<file path="src/hdl/jsc_pkg.sv">
`timescale 1ns / 1ps
// ----------------------------------------------------------------------------
// jsc_pkg
// Shared types and constants for the JPEG scan counter.
// ----------------------------------------------------------------------------
package jsc_pkg;

    localparam int SCAN_W  = 16;
    localparam int PHASE_W = 4;

    localparam logic [PHASE_W-1:0] PH_START0     = 4'd0;
    localparam logic [PHASE_W-1:0] PH_START1     = 4'd1;
    localparam logic [PHASE_W-1:0] PH_EXPECT_FF  = 4'd2;
    localparam logic [PHASE_W-1:0] PH_MARKER     = 4'd3;
    localparam logic [PHASE_W-1:0] PH_LEN_HI     = 4'd4;
    localparam logic [PHASE_W-1:0] PH_LEN_LO     = 4'd5;
    localparam logic [PHASE_W-1:0] PH_SKIP       = 4'd6;
    localparam logic [PHASE_W-1:0] PH_ENTROPY    = 4'd7;
    localparam logic [PHASE_W-1:0] PH_ENTROPY_FF = 4'd8;
    localparam logic [PHASE_W-1:0] PH_DONE       = 4'd9;

    localparam logic [7:0] MK_PREFIX = 8'hFF;
    localparam logic [7:0] MK_SOI    = 8'hD8;
    localparam logic [7:0] MK_EOI    = 8'hD9;
    localparam logic [7:0] MK_SOS    = 8'hDA;
    localparam logic [7:0] MK_RST0   = 8'hD0;
    localparam logic [7:0] MK_RST7   = 8'hD7;
    localparam logic [7:0] MK_TEM    = 8'h01;
    localparam logic [7:0] MK_STUFF  = 8'h00;

    typedef struct packed {
        logic              valid;
        logic              well_formed;
        logic [SCAN_W-1:0] scan_count;
    } jsc_verdict_t;

endpackage

</file>
<file path="src/hdl/jsc_parser.sv">
`timescale 1ns / 1ps
// ----------------------------------------------------------------------------
// jsc_parser
// Marker-structure state machine; consumes one byte per step and flags a
// verdict with the saturated scan count.
// ----------------------------------------------------------------------------
module jsc_parser #(
    parameter int COUNT_BITS = 16
) (
    input  logic                clk,
    input  logic                rst_n,
    input  logic                step,
    input  logic [7:0]          data_byte,
    input  logic                last_byte,
    output jsc_pkg::jsc_verdict_t verdict
);

    logic [jsc_pkg::PHASE_W-1:0] phase_reg, phase_next;
    logic [COUNT_BITS-1:0]       scans_reg, scans_next;
    logic [7:0]                  len_hi_reg, len_hi_next;
    logic [15:0]                 skip_reg, skip_next;
    logic                        is_scan_reg, is_scan_next;

    logic                        code_good, code_bad, code_alone, code_rst;
    logic [15:0]                 seg_len;
    logic [15:0]                 skip_dec;
    logic [COUNT_BITS-1:0]       scans_inc;
    logic [jsc_pkg::PHASE_W-1:0] end_phase;
    logic [COUNT_BITS-1:0]       end_scans;
    logic                        hit_good, hit_bad, report;
    logic [COUNT_BITS+jsc_pkg::SCAN_W-1:0] scans_wide;
    logic [jsc_pkg::SCAN_W-1:0]  scans_out;

    assign code_rst   = (data_byte >= jsc_pkg::MK_RST0) && (data_byte <= jsc_pkg::MK_RST7);
    assign code_good  = (data_byte == jsc_pkg::MK_EOI);
    assign code_bad   = (data_byte == jsc_pkg::MK_SOI) || (data_byte == jsc_pkg::MK_STUFF);
    assign code_alone = code_rst || (data_byte == jsc_pkg::MK_TEM);

    assign seg_len   = {len_hi_reg, data_byte};
    assign skip_dec  = (skip_reg != 16'd0) ? skip_reg - 16'd1 : 16'd0;
    assign scans_inc = (scans_reg == {COUNT_BITS{1'b1}}) ? scans_reg
                                                         : scans_reg + 1'b1;
    // segment end: scans go to entropy data
    assign end_phase = is_scan_reg ? jsc_pkg::PH_ENTROPY : jsc_pkg::PH_EXPECT_FF;
    assign end_scans = is_scan_reg ? scans_inc : scans_reg;

    assign scans_wide = {{jsc_pkg::SCAN_W{1'b0}}, scans_reg};
    assign scans_out  = (scans_wide[COUNT_BITS+jsc_pkg::SCAN_W-1:jsc_pkg::SCAN_W] != '0)
                      ? {jsc_pkg::SCAN_W{1'b1}}
                      : scans_wide[jsc_pkg::SCAN_W-1:0];

    always_comb
    begin
        phase_next   = phase_reg;
        scans_next   = scans_reg;
        len_hi_next  = len_hi_reg;
        skip_next    = skip_reg;
        is_scan_next = is_scan_reg;
        hit_good     = 1'b0;
        hit_bad      = 1'b0;

        unique case (phase_reg)
            jsc_pkg::PH_START0:
            begin
                if (data_byte != jsc_pkg::MK_PREFIX)
                    hit_bad = 1'b1;
                else
                    phase_next = jsc_pkg::PH_START1;
            end
            jsc_pkg::PH_START1:
            begin
                if (data_byte != jsc_pkg::MK_SOI)
                    hit_bad = 1'b1;
                else
                    phase_next = jsc_pkg::PH_EXPECT_FF;
            end
            jsc_pkg::PH_EXPECT_FF:
            begin
                if (data_byte != jsc_pkg::MK_PREFIX)
                    hit_bad = 1'b1;
                else
                    phase_next = jsc_pkg::PH_MARKER;
            end
            jsc_pkg::PH_MARKER, jsc_pkg::PH_ENTROPY_FF:
            begin
                priority if (data_byte == jsc_pkg::MK_PREFIX)
                    phase_next = phase_reg;
                else if (phase_reg == jsc_pkg::PH_ENTROPY_FF
                         && (data_byte == jsc_pkg::MK_STUFF || code_rst))
                    phase_next = jsc_pkg::PH_ENTROPY;
                else if (code_good)
                    hit_good = 1'b1;
                else if (code_bad)
                    hit_bad = 1'b1;
                else if (code_alone)
                    phase_next = jsc_pkg::PH_EXPECT_FF;
                else
                begin
                    is_scan_next = (data_byte == jsc_pkg::MK_SOS);
                    phase_next   = jsc_pkg::PH_LEN_HI;
                end
            end
            jsc_pkg::PH_LEN_HI:
            begin
                len_hi_next = data_byte;
                phase_next  = jsc_pkg::PH_LEN_LO;
            end
            jsc_pkg::PH_LEN_LO:
            begin
                if (seg_len[15:1] == 15'd0)
                    hit_bad = 1'b1;
                else
                begin
                    skip_next = seg_len - 16'd2;
                    if (seg_len == 16'd2)
                    begin
                        phase_next = end_phase;
                        scans_next = end_scans;
                    end
                    else
                        phase_next = jsc_pkg::PH_SKIP;
                end
            end
            jsc_pkg::PH_SKIP:
            begin
                skip_next = skip_dec;
                if (skip_dec == 16'd0)
                begin
                    phase_next = end_phase;
                    scans_next = end_scans;
                end
            end
            jsc_pkg::PH_ENTROPY:
            begin
                if (data_byte == jsc_pkg::MK_PREFIX)
                    phase_next = jsc_pkg::PH_ENTROPY_FF;
            end
            jsc_pkg::PH_DONE:
            begin
                phase_next = phase_reg;
            end
            default:
            begin
                hit_bad = 1'b1;
            end
        endcase

        // early end counts as malformed
        report = (phase_reg != jsc_pkg::PH_DONE) && (hit_good || hit_bad || last_byte);

        if (last_byte)
        begin
            phase_next   = jsc_pkg::PH_START0;
            scans_next   = '0;
            len_hi_next  = 8'd0;
            skip_next    = 16'd0;
            is_scan_next = 1'b0;
        end
        else if (report)
            phase_next = jsc_pkg::PH_DONE;
    end

    always_comb
    begin
        verdict.valid       = step && report;
        verdict.well_formed = hit_good;
        verdict.scan_count  = hit_good ? scans_out : '0;
    end

    always_ff @(posedge clk or negedge rst_n)
    begin
        if (!rst_n)
        begin
            phase_reg   <= jsc_pkg::PH_START0;
            scans_reg   <= '0;
            len_hi_reg  <= 8'd0;
            skip_reg    <= 16'd0;
            is_scan_reg <= 1'b0;
        end
        else if (step)
        begin
            phase_reg   <= phase_next;
            scans_reg   <= scans_next;
            len_hi_reg  <= len_hi_next;
            skip_reg    <= skip_next;
            is_scan_reg <= is_scan_next;
        end
    end

endmodule

</file>
<file path="src/hdl/jpeg_scan_counter.sv">
`timescale 1ns / 1ps
// ----------------------------------------------------------------------------
// jpeg_scan_counter
// Streaming JPEG marker checker; reports well-formedness and scan count.
// ----------------------------------------------------------------------------
// Takes one file byte per word; a new word is accepted every cycle unless
// the input register is full and the output register is stalled. A byte
// lands in the input register, the marker state machine consumes it once
// the output register can advance, and any verdict goes to the output register.
// Throughput is one byte per cycle while the output is not stalled. At
// most one verdict is issued per file; bytes after it are dropped through
// the byte flagged with tlast, and the following byte starts a new file.
module jpeg_scan_counter #(
    parameter int COUNT_BITS = 16
) (
    input  logic        clk,
    input  logic        rst_n,
    input  logic        s_axis_tvalid,
    output logic        s_axis_tready,
    input  logic [7:0]  s_axis_tdata,   // [7:0] data_byte
    input  logic        s_axis_tlast,   // last_byte
    output logic        m_axis_tvalid,
    input  logic        m_axis_tready,
    output logic [15:0] m_axis_tdata,   // [15:0] scan_count
    output logic        m_axis_tuser    // well_formed
);

    logic                  in_valid_reg, in_valid_next;
    logic [7:0]            in_data_reg;
    logic                  in_last_reg;
    logic                  out_valid_reg, out_valid_next;
    logic [15:0]           out_count_reg;
    logic                  out_good_reg;
    logic                  advance, accept, step;
    jsc_pkg::jsc_verdict_t verdict;

    assign advance       = !out_valid_reg || m_axis_tready;
    assign s_axis_tready = !in_valid_reg || advance;
    assign accept        = s_axis_tvalid && s_axis_tready;
    assign step          = in_valid_reg && advance;

    assign in_valid_next  = accept ? 1'b1 : (advance ? 1'b0 : in_valid_reg);
    assign out_valid_next = verdict.valid ? 1'b1 : (m_axis_tready ? 1'b0 : out_valid_reg);

    jsc_parser #(
        .COUNT_BITS(COUNT_BITS)
    ) u_parser (
        .clk       (clk),
        .rst_n     (rst_n),
        .step      (step),
        .data_byte (in_data_reg),
        .last_byte (in_last_reg),
        .verdict   (verdict)
    );

    always_ff @(posedge clk or negedge rst_n)
    begin
        if (!rst_n)
        begin
            in_valid_reg  <= 1'b0;
            out_valid_reg <= 1'b0;
        end
        else
        begin
            in_valid_reg  <= in_valid_next;
            out_valid_reg <= out_valid_next;
        end
    end

    always_ff @(posedge clk)
    begin
        if (accept)
        begin
            in_data_reg <= s_axis_tdata;
            in_last_reg <= s_axis_tlast;
        end
        if (verdict.valid)
        begin
            out_count_reg <= verdict.scan_count;
            out_good_reg  <= verdict.well_formed;
        end
    end

    assign m_axis_tvalid = out_valid_reg;
    assign m_axis_tdata  = out_count_reg;
    assign m_axis_tuser  = out_good_reg;

endmodule

</file>
<file path="config.mk">
export PLATFORM = sky130hd
export DESIGN_NAME = jpeg_scan_counter
export DESIGN_NICKNAME = d
export VERILOG_FILES = /design/src/hdl/jsc_pkg.sv /design/src/hdl/jsc_parser.sv /design/src/hdl/jpeg_scan_counter.sv
export SDC_FILE = /design/constraint.sdc
export NUM_CORES = 1
export LEC_CHECK = 0
export ABC_AREA = 1
export BUFFER_PORTS_ARGS = -buffer_cell sky130_fd_sc_hd__buf_4
export CORE_MARGIN = 1
export CORE_UTILIZATION = 61
export CTS_BUF_LIST = sky130_fd_sc_hd__clkbuf_4
export CTS_CLUSTER_DIAMETER = 50
export DETAILED_ROUTE_END_ITERATION = 10
export GPL_TIMING_DRIVEN = 0
export PLACE_DENSITY = 0.84
export SETUP_SLACK_MARGIN = 0.2
export SLEW_MARGIN = 25
export SYNTH_ARGS = -nofsm -noshare
export SYNTH_HDL_FRONTEND = slang
export SYNTH_SLANG_ARGS = --single-unit
</file>
<file path="constraint.sdc">
create_clock -name clk -period 4.7 [get_ports clk]
set_input_delay 0.94 -clock clk [delete_from_list [all_inputs] [get_ports clk]]
set_output_delay 0.94 -clock clk [all_outputs]
set_load 0.01 [all_outputs]
</file>
=== Yosys cells after proc, flatten, opt, wreduce, memory -nomap -nowiden ===
Cells that the tools add are included.

* Output and inout bits: 19
* Bits of input ports: 13
* Flip-flop bits (word level): 73
* Word-level logic and storage cells: 138

* Magnitude comparators: 2
* Reduce and logical (&&, ||, !) cells: 34
* $add $sub $neg: 3
* Mux-type cells: 52
* Equality and inequality tests: 36

{| class="wikitable"
|+ Operator list
! operator !! number
|-
| $mux 16 || 9
|-
| $pmux 16 s2 || 2
|-
| $mux 4 || 13
|-
| $eq 8x8->1 const B || 4
|-
| $pmux 4 s8 || 1
|-
| $mux 1 || 22
|-
| $ne 4x3->1 const B || 5
|-
| $add 16x1->16 const B || 1
|-
| $eq 16x16->1 const B || 1
|-
| $eq 16x2->1 const B || 1
|-
| $eq 4x3->1 const B || 4
|-
| $logic_not 16->1 || 1
|-
| $mux 8 || 2
|-
| $ne 8x8->1 const B || 2
|-
| $reduce_bool 16->1 || 1
|-
| $sub 16x1->16 const B || 1
|-
| $sub 16x2->16 const B || 1
|-
| $logic_not 15->1 || 1
|-
| $reduce_and 11->1 || 1
|-
| $ne 2x2->1 const B || 5
|-
| $ne 5x5->1 const B || 2
|-
| $reduce_bool 10->1 || 1
|-
| $eq 4x2->1 const B || 2
|-
| $eq 4x4->1 const B || 2
|-
| 23 further kinds || 42
|}

=== Longest topological paths before layout ===
Gate-level depths: netlist of run 1.

* Depth in word-level cells: 12
* Gate-level depth with buffers: 17
* Gate-level depth less buffers: 17

=== By module ===
A second synthesis of run 1 with hierarchy kept.

* Cell total of the unflattened synthesis: 653
* Area total of the unflattened synthesis: 4757.1 um^2

{| class="wikitable"
|+ Modules (own cells, without submodules)
! module !! cells an instance !! times used !! area an instance (um^2)
|-
| jsc_parser || 617 || 1 || 3881.2
|-
| jpeg_scan_counter || 36 || 1 || 875.8
|}

=== Worst setup path before layout of run 1 ===
No wires, ideal clock.

* Path kind: flip-flop to flip-flop
* From: register in_data_reg[1]
* To: register out_count_reg[0], in the netlist m_axis_tdata[0] (enable)
* Data required time: 4.331 ns
* Slack: 2.438 ns
* Library setup time: 0.369 ns
* Stages on the path, launching flop included: 11
* Period minus slack after synthesis: 2.262 ns
* Data arrival time: 1.893 ns
* Path through: edfxtp_1 > inv_2 > ha_1 > nand3_1 > nor2_2 > nand3_2 > nand4_1 > nor2_1 > nor2_2 > nand2_2 > inv_1

* Cells in the longest elaborated chain, start to end: 11

{| class="wikitable"
|+ RTL lines
! what !! RTL line !! text
|-
| start: declaration || jpeg_scan_counter.sv:29 || <nowiki>logic [7:0] in_data_reg;</nowiki>
|-
| start signal: assignment || jpeg_scan_counter.sv:74 || <nowiki>in_data_reg <= s_axis_tdata;</nowiki>
|-
| $ge 8x8->1 (tied with other cells) || jsc_parser.sv:34 || <nowiki>assign code_rst = (data_byte >= jsc_pkg::MK_RST0) && (data_byte <= jsc_pkg::MK_RST7);</nowiki>
|-
| $logic_and 1x1->1 / $logic_or 1x1->1 (equally long branches) || jsc_parser.sv:34, jsc_parser.sv:36 ||
|-
| $logic_or 1x1->1 / $mux 1 (equally long branches) || jsc_parser.sv:89, jsc_parser.sv:93 ||
|-
| $logic_and 1x1->1 / $mux 1 (equally long branches) || jsc_parser.sv:89, jsc_parser.sv:91 ||
|-
| $mux 1 || jsc_parser.sv:88 || <nowiki>else if (phase_reg == jsc_pkg::PH_ENTROPY_FF</nowiki>
|-
| $mux 1 || jsc_parser.sv:86 || <nowiki>priority if (data_byte == jsc_pkg::MK_PREFIX)</nowiki>
|-
| $pmux 1 s5 / $mux 1 (equally long branches) || jsc_parser.sv:62 || <nowiki>unique case (phase_reg)</nowiki>
|-
| $logic_or 1x1->1 * (2 in series) || jsc_parser.sv:149 || <nowiki>report = (phase_reg != jsc_pkg::PH_DONE) && (hit_good || hit_bad || last_byte);</nowiki>
|-
| $logic_and 1x1->1 * || jsc_parser.sv:149 ||
|-
| $logic_and 1x1->1 * || jsc_parser.sv:165 || <nowiki>verdict.valid = step && report;</nowiki>
|-
| end signal: assignment || jpeg_scan_counter.sv:79 || <nowiki>out_count_reg <= verdict.scan_count;</nowiki>
|-
| end: declaration || jpeg_scan_counter.sv:32 || <nowiki>logic [15:0] out_count_reg;</nowiki>
|}

Every way passes the cells marked *; elsewhere a longest branch is shown, timed or not.
A chain may end at the register's enable or synchronous reset.

=== Worst setup path in the final report of run 1 ===
Ends and elaborated chain as after synthesis.

==> qor_table.md, run 1 <==
| Metric | Value |
|---|---|
| Worst ir drop on vdd | 0.3097 mV |
| Routability congestion estimate | 0.9015 |
| Antenna viol nets, final | 0 |
| Max FO, Critical Path | 17 |
| Synth async-reset ratio | 64.38% |
| Synth Area in Adders | 1.319% |
| Final setup vio count | 0 |
| Critical path destination | m_axis_tdata[0] |
| Cell variety after synth | 38 |
| Pin slew with the least headroom to its limit | 769.6 ps |
| Synth area leader | sky130_fd_sc_hd__dfrtp_1 |
| Result of the run | finished, final reports clean |
| Initial Utilization | 64.35% |
| Sequential share of the synthesized area | 41.27% |
| Fraction of layout instances using a drive strength above 1 | 20.90% |
| Clock tree root driver cell | sky130_fd_sc_hd__clkbuf_4 |
| Htree depth | 3 |
| Number of clock buffers inserted by TritonCTS | 9 |
| Post-route non-filler standard cell count | 769 |
| Time the worst path needs with I/O delays and setup | 2762 ps |
| Final max-slew violation count | 0 |
| Number of synthesized flops with an enable pin | 26 |
| Die ar. | 8131 um^2 |
| Synthesis-stage register bit count | 73 |
| Number of top-level design ports | 32 |
| Final worst hold slack | 490.6 ps |
| Total instance count after detailed placement | 753 |
| Std-Cell Core Area | 7370 um^2 |
| Violation count after the first detailed-routing iteration | 544 |
| Largest family of logic cells by synthesized area | simple AND/OR/NAND/NOR gates |
| Total via count after detailed routing | 4534 |
| Count of hold buffers inserted by post-cts repair | 0 |
| Synthesized-area fraction occupied by xor and xnor cells | 1.662% |
| Synthesized Nets | 641 |
| First drt pass iteration count | 6 |
| Number of antenna repair diodes | 0 |
| Pin count of the biggest net entering global routing | 48 |
| Setup TNS | 0 ps |
| Total routing usage reported by global routing | 29.99% |
| Number of vias per cell | 5.896 |
| Die Wd | 90.17 um |
| Number of rows created at floorplan | 31 |
| Height of the die | 90.17 um |
| Area growth from synthesis to final layout | 11.03% |
| Synthesized-area fraction occupied by ao, oa, aoi and oai cells | 13.91% |
| Number of buffers on the longest clock path | 2 |
| Critical path startpoint category | register |
| Worst-case clock skew | 12.70 ps |
| Worst slew margin relative to its limit | 48.30% |
| RSZ-0062 raised after global routing | false |
| Worst R2R Setup Slack | 1940 ps |
| Endpoint kind of the worst setup timing path | register |
| Simple-gate area share of the yosys netlist | 33.43% |
| Dominant cells by area after synthesis | sky130_fd_sc_hd__dfrtp_1, sky130_fd_sc_hd__edfxtp_1, sky130_fd_sc_hd__nand2_1, sky130_fd_sc_hd__nand3_1, sky130_fd_sc_hd__inv_1 |
| Arrival time worst endpoint | 2860 ps |
| Clk Latency, worst-skew pair | 450 ps |
| Achievable clock frequency | 362.0 MHz |
| Static leakage | 2.367 nW |
| Number of nets at the end of the flow | 683 |
| Post-Syn Area per Cell | 7.612 um^2 |
| Mux cell area share after synthesis | 0% |
| Number of clock sinks | 73 |
| Post-synth design cell area | 4742 um^2 |
| Initial antenna violation count | 0 |
| Total Routed Length | 11660 um |
| Clock transition at the registers of the reported paths | 130 ps |
| Post-synth top flop | sky130_fd_sc_hd__dfrtp_1 |
| Post-CTS sizing | 0 |
| HPWL reported at the end of detailed placement | 8579 um |
| Post-CTS setup buffer count | 0 |
| Sum of overflow across all layers after global routing | 0 |
| Share of the synthesized area in the top cell type | 24.80% |
| First-pass GRT wire length | 19510 um |
| Worst hold path type | input pin to async pin |
| Endpoint of the lowest-slack register-to-register path | m_axis_tdata[0] |
| Startpoint of the worst-slack reg-to-reg timing path | in_data_reg[1] |
| Hold violation count in the final report | 0 |
| Worst setup path startpoint | in_data_reg[1] |
| IO buf count | 31 |
| Maxcap violations | 0 |
| CTS tree | done |
| Synth Warn # | 0 |
| DR WL/cell | 15.16 um |
| Worst Reg-to-Reg Cells | 10 |
| Cell count after synthesis | 623 |
| Class of the most critical setup path | register to register |
| Part of the cycle the worst path needs | 58.77% |
| Via count of the first global-routing pass | 4268 |
| PD cells | 555.7 nW/um^2 |
| Required time at the endpoint of the critical path | 4800 ps |
| Number of DRC violations after detailed routing | 0 |
[placed cells by master (no fill, tap or decap), types with 9 or more instances in the layout]
master                     count
sky130_fd_sc_hd__inv_2        13
sky130_fd_sc_hd__nand2_1     127
sky130_fd_sc_hd__clkbuf_4      9
sky130_fd_sc_hd__inv_1        71
sky130_fd_sc_hd__a21oi_1      19
sky130_fd_sc_hd__clkbuf_1      9
sky130_fd_sc_hd__o21ai_0      33
sky130_fd_sc_hd__nor2_1       63
sky130_fd_sc_hd__nand3_1      62
sky130_fd_sc_hd__edfxtp_1     26
sky130_fd_sc_hd__buf_4        31
sky130_fd_sc_hd__nor3_1       18
sky130_fd_sc_hd__o21ai_2      21
sky130_fd_sc_hd__dfrtp_1      47
sky130_fd_sc_hd__nand4_1      12
sky130_fd_sc_hd__nand2_2      26
sky130_fd_sc_hd__nor2_2       10
[cells in the mapped netlist, types with 5 or more instances]
cell type                    n
sky130_fd_sc_hd__a21oi_1    19
sky130_fd_sc_hd__clkbuf_1    9
sky130_fd_sc_hd__dfrtp_1    47
sky130_fd_sc_hd__edfxtp_1   26
sky130_fd_sc_hd__ha_1        5
sky130_fd_sc_hd__inv_1      71
sky130_fd_sc_hd__inv_2      13
sky130_fd_sc_hd__nand2_1   127
sky130_fd_sc_hd__nand2_2    26
sky130_fd_sc_hd__nand3_1    62
sky130_fd_sc_hd__nand4_1    12
sky130_fd_sc_hd__nor2_1     63
sky130_fd_sc_hd__nor2_2     10
sky130_fd_sc_hd__nor3_1     18
sky130_fd_sc_hd__o21ai_0    33
sky130_fd_sc_hd__o21ai_1     5
sky130_fd_sc_hd__o21ai_2    21
sky130_fd_sc_hd__o22ai_1     8
sky130_fd_sc_hd__xor2_1      8
[critical path, cell delays in order, from the launching register on]
cell and delay [ps]:
sky130_fd_sc_hd__edfxtp_1 500, sky130_fd_sc_hd__inv_2 150, sky130_fd_sc_hd__ha_1 200, sky130_fd_sc_hd__nand3_1 180
sky130_fd_sc_hd__nor2_2 240, sky130_fd_sc_hd__nand3_2 130, sky130_fd_sc_hd__nand4_1 150, sky130_fd_sc_hd__nor2_1 60
sky130_fd_sc_hd__nor2_2 130, sky130_fd_sc_hd__nand2_2 130, sky130_fd_sc_hd__inv_1 540
[worst min path at each step]
| stage | startpoint | to | slack (ps) | cells after the start |
|---|---|---|---|---|
| floorplan | u_parser.skip_reg[0] | u_parser.skip_reg[0] | 480 | 2 |
| global placement | u_parser.scans_out[13] | u_parser.scans_out[13] | 490 | 2 |
| detailed placement | u_parser.scans_out[13] | u_parser.scans_out[13] | 500 | 2 |
| CTS | rst_n | u_parser.scans_out[2] | 530 | 1 |
| global route | rst_n | u_parser.len_hi_reg[0] | 530 | 1 |
| finish | rst_n | u_parser.skip_reg[11] | 490 | 1 |
[cell families after synthesis]
family,count (synthesis)
simple gates,336
fa+ha+maj,5
xor+xnor,9
flops,73
compound gates,102
buf+inv,98
[metrics by stage]
step | utilization, % | setup slack (ps) | instance area, um^2 | power (mW)
detailed placement | 69.19 | 1977 | 5099 | 2.422
floorplan | - | 2438 | 4742 | 2.050
global route | 71.44 | 1703 | 5265 | 3.129
finish | 71.44 | 1938 | 5265 | 2.926
CTS | 71.44 | 1956 | 5265 | 2.901
global placement | 69.19 | 2101 | 5099 | 2.366
[layout make-up]
| type | count | area (um^2) |
|---|---|---|
| inverters | 84 | 315.3 |
| fillers | 589 | 2105 |
| well taps | 99 | 123.9 |
| clock inverters | 7 | 98.84 |
| repair buffers | 31 | 232.7 |
| flip-flops and latches | 73 | 1957 |
| multi-input cells | 452 | 2386 |
| clock buffers | 9 | 67.56 |
| plain buffers | 14 | 83.83 |
[metal layers]
metal	up-vias	wire length, um	track usage, %
met5	-	0	0
met4	0	215	10.62
met3	32	1041	5.838
met2	253	5509	48.47
met1	2103	4893	40.27
li1	2146	-	-
[report_power, final]
| group | leakage (nW) | switching, mW | internal (mW) | total, mW |
|---|---|---|---|---|
| clock | 0.0894 | 0.258 | 0.221 | 0.479 |
| combinational | 1.40 | 0.950 | 0.481 | 1.43 |
| sequential | 0.879 | 0.162 | 0.853 | 1.02 |
No activity file was read; power rests on OpenSTA's default activity.
==> run 2, diff against run 1 <==
==> constraint.sdc (replaced) <==
create_clock -name clk -period 2.9 [get_ports clk]
set_input_delay 0.58 -clock clk [delete_from_list [all_inputs] [get_ports clk]]
set_output_delay 0.58 -clock clk [all_outputs]
set_load 0.01 [all_outputs]
==> run 2 against run 1 <==
Net effect:
- clock power rose by 62%
- worst setup slack got worse by 1500 ps
- fmax grew 13%
- clock skew shrank 2.0 ps
- hold slack worse by 360 ps
- first-iteration DRC count decreased by 12%
==> qor_table.md, run 2 (same netlist as run 1, synthesis figures left out) <==
| Metric | Value |
|---|---|
| Result of the run | finished, final reports clean |
| Total routing usage reported by global routing | 29.99% |
| PD cells | 905.2 nW/um^2 |
| Worst-case clock skew | 10.73 ps |
| HPWL reported at the end of detailed placement | 8579 um |
| Leading cell type in the layout, fill and taps excluded | sky130_fd_sc_hd__nand2_1 |
| Htree depth | 3 |
| Antenna viol nets, final | 0 |
| Number of DRC violations after detailed routing | 0 |
| Class of the most critical setup path | register to register |
| Clock tree root driver cell | sky130_fd_sc_hd__clkbuf_4 |
| Total Routed Length | 11760 um |
| Worst ir drop on vdd | 0.7367 mV |
| IO buf count | 31 |
| Sum of overflow across all layers after global routing | 0 |
| Height of the die | 90.17 um |
| Top Layer Used | met4 |
| Die Wd | 90.17 um |
| Number of vias per cell | 5.860 |
| Number of buffers on the longest clock path | 2 |
| Area used by multi-input combinational logic | 2386 um^2 |
| Number of top-level design ports | 32 |
| Final setup vio count | 0 |
| Worst slew margin relative to its limit | 49.23% |
| Static leakage | 2.373 nW |
| Hold violation count in the final report | 0 |
| Met2 WL | 5512 um |
| Clk Latency, worst-skew pair | 450 ps |
| Number of clock sinks | 73 |
| Maxcap violations | 0 |
| Time the worst path needs with I/O delays and setup | 2435 ps |
| Fill count | 586 |
| Std-Cell Core Area | 7370 um^2 |
| DR WL/cell | 15.25 um |
| Number of nets at the end of the flow | 685 |
| Pre-CTS setup slack | 177.5 ps |
| Worst hold path type | input pin to async pin |
| Required time at the endpoint of the critical path | 3080 ps |
| Total via count after detailed routing | 4518 |
| Count of hold buffers inserted by post-cts repair | 0 |
| Fraction of layout instances using a drive strength above 1 | 21.28% |
| Final max-slew violation count | 0 |
| Initial Utilization | 64.35% |
| Die ar. | 8131 um^2 |
| Area growth from synthesis to final layout | 11.69% |
| CTS tree | done |
| Number of clock buffers inserted by TritonCTS | 9 |
| Worst Slack Setup Final | 465.3 ps |
| Pin slew with the least headroom to its limit | 755.8 ps |
| Worst R2R Setup Slack | 470 ps |
| Endpoint kind of the worst setup timing path | register |
| First drt pass iteration count | 6 |
| Met1 layer wirelength in the final routing | 5013 um |
| Max FO, Critical Path | 14 |
| Setup TNS | 0 ps |
| RSZ-0062 raised after global routing | false |
| First-pass GRT wire length | 19510 um |
| Number of rows created at floorplan | 31 |
| WL met3 | 1007 um |
| Critical path startpoint category | register |
| Number of antenna repair diodes | 0 |
| Violation count after the first detailed-routing iteration | 481 |
| Routability congestion estimate | 0.9015 |
| Arrival time worst endpoint | 2610 ps |
| Pin count of the biggest net entering global routing | 48 |
| Initial antenna violation count | 0 |
| Clock transition at the registers of the reported paths | 130 ps |
| Part of the cycle the worst path needs | 83.96% |
| Register area | 1957 um^2 |
| Most frequent cells in the layout | sky130_fd_sc_hd__nand2_1, sky130_fd_sc_hd__inv_1, sky130_fd_sc_hd__nor2_1 |
| Via count of the first global-routing pass | 4268 |
| Achievable clock frequency | 410.7 MHz |
-- run 2: cell count changes in the layout (fill, tap and decap cells not counted), sizes merged --
cell / delta
buf: +2
clkinvlp: +1
inv: -1
-- run 2: repair_timing --
item	CTS	global route
gates cloned	0	0
resized for setup	1	0
setup endpoints to repair	17	17
buffers inserted	0	2
-- run 2: path summary, 6_finish.rpt --
check | start | cells after the start | end
setup / recovery | in_data_reg[1] | 11 | m_axis_tdata[11]
hold / removal | rst_n | 1 | u_parser.skip_reg[11]
setup reg to reg | in_data_reg[1] | 11 | m_axis_tdata[11]
hold reg to reg | u_parser.scans_out[6] | 2 | u_parser.scans_out[6]
max in group asynchronous | rst_n | 1 | u_parser.scans_out[14]
min in group clk | s_axis_tdata[0] | 1 | in_data_reg[0]
-- run 2: metrics by stage --
stage	hold slack, ps	cell area (um^2)	power (mW)	instances	utilization [%]
after floorplan	284.4	4742	3.323	623	-
after global placement	492.3	5099	3.834	753	69.19
after detailed placement	502.2	5099	3.926	753	69.19
after CTS	165.4	5269	4.706	769	71.49
after global routing	173.0	5296	5.114	771	71.87
final	131.4	5296	4.794	771	71.87
-- run 2: layout make-up --
class,instances,share of cell area [%]
sequential,73,36.95
timing repair buffer,33,4.914
buffer,14,1.583
clock buffer,9,1.276
inverter,84,6.024
multi-input combinational,452,45.05
tap,99,2.339
clock inverter,7,1.866
-- run 2: critical path, stage by stage (launching register included) --
cell and delay [ps]:
sky130_fd_sc_hd__edfxtp_1 500, sky130_fd_sc_hd__inv_2 150, sky130_fd_sc_hd__ha_1 200, sky130_fd_sc_hd__nand3_1 180, sky130_fd_sc_hd__nor2_2 230, sky130_fd_sc_hd__nand3_2 130
sky130_fd_sc_hd__nand4_1 150, sky130_fd_sc_hd__nor2_1 60, sky130_fd_sc_hd__nor2_2 130, sky130_fd_sc_hd__nand2_2 140, sky130_fd_sc_hd__clkinvlp_4 140, sky130_fd_sc_hd__buf_12 140
-- run 2: routing by layer --
| metal | track usage (%) | vias to the layer above |
|---|---|---|
| met1 | 40.27 | 2101 |
| met5 | 0 | - |
| met3 | 5.838 | 25 |
| met2 | 48.47 | 244 |
| met4 | 10.62 | 0 |
| li1 | - | 2148 |
-- run 2: power by group --
group,switching [mW],internal [mW],total (mW)
clock network,0.417,0.359,0.776
logic,1.56,0.813,2.37
registers,0.263,1.38,1.64
==> run 3, diff against run 2 <==
==> constraint.sdc (replaced) <==
create_clock -name clk -period 2.5 [get_ports clk]
set_input_delay 0.5 -clock clk [delete_from_list [all_inputs] [get_ports clk]]
set_output_delay 0.5 -clock clk [all_outputs]
set_load 0.01 [all_outputs]
==> run 3 against run 2 <==
Net effect:
- cell area is 11% higher
- wire length is 18% higher
- hold slack worse by 81 ps
- die area stayed put
- worst setup slack worse by 360 ps
- fmax is 1.6% higher
- sequential share of layout area is 3.6 points lower
- largest cell class unchanged
==> qor_table.md, run 3 (same netlist as run 1, synthesis figures left out) <==
| Metric | Value |
|---|---|
| Worst ir drop on vdd | 0.7464 mV |
| Total Routed Length | 13860 um |
| Hold violation count in the final report | 0 |
| Die ar. | 8131 um^2 |
| Initial Utilization | 64.35% |
| Pre-CTS setup slack | -222.5 ps |
| Part of the cycle the worst path needs | 95.89% |
| Area growth from synthesis to final layout | 23.75% |
| RSZ-0062 raised after global routing | true |
| Pin slew with the least headroom to its limit | 841.2 ps |
| Number of antenna repair diodes | 0 |
| Summed area of non-filler cells in the final layout | 5868 um^2 |
| Number of DRC violations after detailed routing | 0 |
| Count of hold buffers inserted by post-cts repair | 0 |
| Routability congestion estimate | 0.9015 |
| Cell class contributing the biggest share of worst-path delay | simple AND/OR/NAND/NOR gates |
| Htree depth | 3 |
| Result of the run | finished, final reports clean |
| Clock tree root driver cell | sky130_fd_sc_hd__clkbuf_4 |
| Required time at the endpoint of the critical path | 2740 ps |
| Final max-slew violation count | 0 |
| Number of rows created at floorplan | 31 |
| Worst hold path type | input pin to async pin |
| Clk Latency, worst-skew pair | 460 ps |
| Setup TNS | 0 ps |
| Switching pwr | 3.020 mW |
| Portion of total power attributed to the clock network | 14.4% |
| Number of vias per cell | 6.184 |
| Number of buffer and inverter instances along the worst setup path | 4 |
| Initial antenna violation count | 0 |
| Crit-path cells | inv_2, nand2_1, nor2_1, nand2_2, inv_2, nand2_2, nand2_2, nand2_2, nand3_1, o21ai_2, nor2_1, nor2_2, nand2_4, clkinvlp_4, clkbuf_16 |
| Maxcap violations | 0 |
| First drt pass iteration count | 5 |
| Endpoint kind of the worst setup timing path | register |
| Max FO, Critical Path | 6 |
| Height of the die | 90.17 um |
| Area after detailed placement | 5099 um^2 |
| IO buf count | 31 |
| Number of clock buffers inserted by TritonCTS | 9 |
| Total instance count after detailed placement | 753 |
| PD cells | 1073 nW/um^2 |
| Achievable clock frequency | 417.1 MHz |
| Sequential Power Share | 30.8% |
| Overall power | 6.298 mW |
| Total routing usage reported by global routing | 30.25% |
| Time the worst path needs with I/O delays and setup | 2397 ps |
| Arrival time worst endpoint | 2630 ps |
| First-pass GRT wire length | 19700 um |
| Total via count after detailed routing | 4978 |
| Cell type with the highest occurrence count on the critical path | sky130_fd_sc_hd__nand2_2 |
| Clock transition at the registers of the reported paths | 130 ps |
| Fill count | 446 |
| Via count of the first global-routing pass | 4336 |
| Fraction of layout instances using a drive strength above 1 | 30.03% |
| Critical path startpoint category | register |
| Die Wd | 90.17 um |
| Worst slew margin relative to its limit | 43.49% |
| Antenna viol nets, final | 0 |
| Final setup vio count | 0 |
| Internal power | 3.278 mW |
| Combinational cell fraction of total power | 54.9% |
| Number of clock sinks | 73 |
| Leading cell type in the layout, fill and taps excluded | sky130_fd_sc_hd__nand2_1 |
| Std-Cell Core Area | 7370 um^2 |
| Most frequent cells in the layout | sky130_fd_sc_hd__nand2_1, sky130_fd_sc_hd__inv_1, sky130_fd_sc_hd__buf_4 |
| Post-route non-filler standard cell count | 805 |
| Number of buffers on the longest clock path | 2 |
| Number of nets at the end of the flow | 719 |
| Static leakage | 2.636 nW |
| Sum of overflow across all layers after global routing | 0 |
| Worst-case clock skew | 14.19 ps |
| Final worst hold slack | 50.65 ps |
| HPWL reported at the end of detailed placement | 8579 um |
| Number of top-level design ports | 32 |
| Switch share | 47.96% |
| Violation count after the first detailed-routing iteration | 545 |
| DR WL/cell | 17.22 um |
| CTS tree | done |
| Util after Layout | 79.63% |
| Largest stage delay on the critical path | 480 ps |
| Pin count of the biggest net entering global routing | 48 |
| Class of the most critical setup path | register to register |
| Max stage delay cell, worst path | sky130_fd_sc_hd__edfxtp_1 |
| Worst Slack Setup Final | 102.6 ps |
run 3: cell count changes in the layout (fill, tap and decap cells not counted), moves of 5 or more:
cell,previous run,this run
sky130_fd_sc_hd__buf_4,32,60
sky130_fd_sc_hd__nand3_1,62,50
sky130_fd_sc_hd__nand2_4,2,13
sky130_fd_sc_hd__nand2_1,127,121
sky130_fd_sc_hd__nand3_2,3,12
sky130_fd_sc_hd__inv_1,70,65
run 3: worst register-to-register path, stage by stage, from the launching register on:
cell	delay (ps)
sky130_fd_sc_hd__edfxtp_1	480
sky130_fd_sc_hd__inv_2	170
sky130_fd_sc_hd__nand2_1	90
sky130_fd_sc_hd__nor2_1	160
sky130_fd_sc_hd__nand2_2	90
sky130_fd_sc_hd__inv_2	70
sky130_fd_sc_hd__nand2_2	60
sky130_fd_sc_hd__nand2_2	100
sky130_fd_sc_hd__nand2_2	60
sky130_fd_sc_hd__nand3_1	90
sky130_fd_sc_hd__o21ai_2	70
sky130_fd_sc_hd__nor2_1	140
sky130_fd_sc_hd__nor2_2	80
sky130_fd_sc_hd__nand2_4	100
sky130_fd_sc_hd__clkinvlp_4	200
sky130_fd_sc_hd__clkbuf_16	230
run 3: path summary, 6_finish.rpt:
kind | startpoint | end | slack, ps | cells past startpoint
worst max-delay path | in_data_reg[4] | m_axis_tdata[8] | 100 | 15
worst min-delay path | rst_n | u_parser.skip_reg[10] | 50 | 1
worst max register to register | in_data_reg[4] | m_axis_tdata[8] | 100 | 15
worst min register to register | u_parser.scans_out[13] | u_parser.scans_out[13] | 540 | 2
max in group asynchronous | rst_n | u_parser.scans_out[0] | 1970 | 1
min in group clk | s_axis_tdata[1] | in_data_reg[1] | 210 | 1
run 3: power by group through the flow:
stage                     clock [mW]  sequential, mW  combinational [mW]
final                          0.905            1.94                3.46
after global routing           0.951            1.97                3.71
after CTS                      0.899            1.90                2.70
after detailed placement           0            1.93                2.63
after global placement             0            1.90                2.54
after floorplan                    0            1.91                1.95
run 3: layer usage:
layer  up-vias  track usage [%]  routed length [um]
met3        69            6.261                1536
met2       370            48.92                6492
li1       2225                -                   -
met4         0            11.56                 505
met5         -                0                   0
met1      2314            39.99                5329
run 3: repair_timing:
action	in CTS	in global routing
gates cloned	0	4
setup buffers	6	26
resized for setup	3	63
setup endpoints to repair	36	50
pin swaps	1	7
run 3: final cells by class:
cell class | count | area [um^2] | share of cell area [%]
repair buffers | 66 | 568.0 | 9.680
multi-input cells | 453 | 2628 | 44.78
plain buffers | 14 | 102.6 | 1.748
clock inverters | 7 | 98.84 | 1.684
clock buffers | 9 | 67.56 | 1.151
inverters | 84 | 321.6 | 5.480
well taps | 99 | 123.9 | 2.111
flip-flops and latches | 73 | 1958 | 33.37
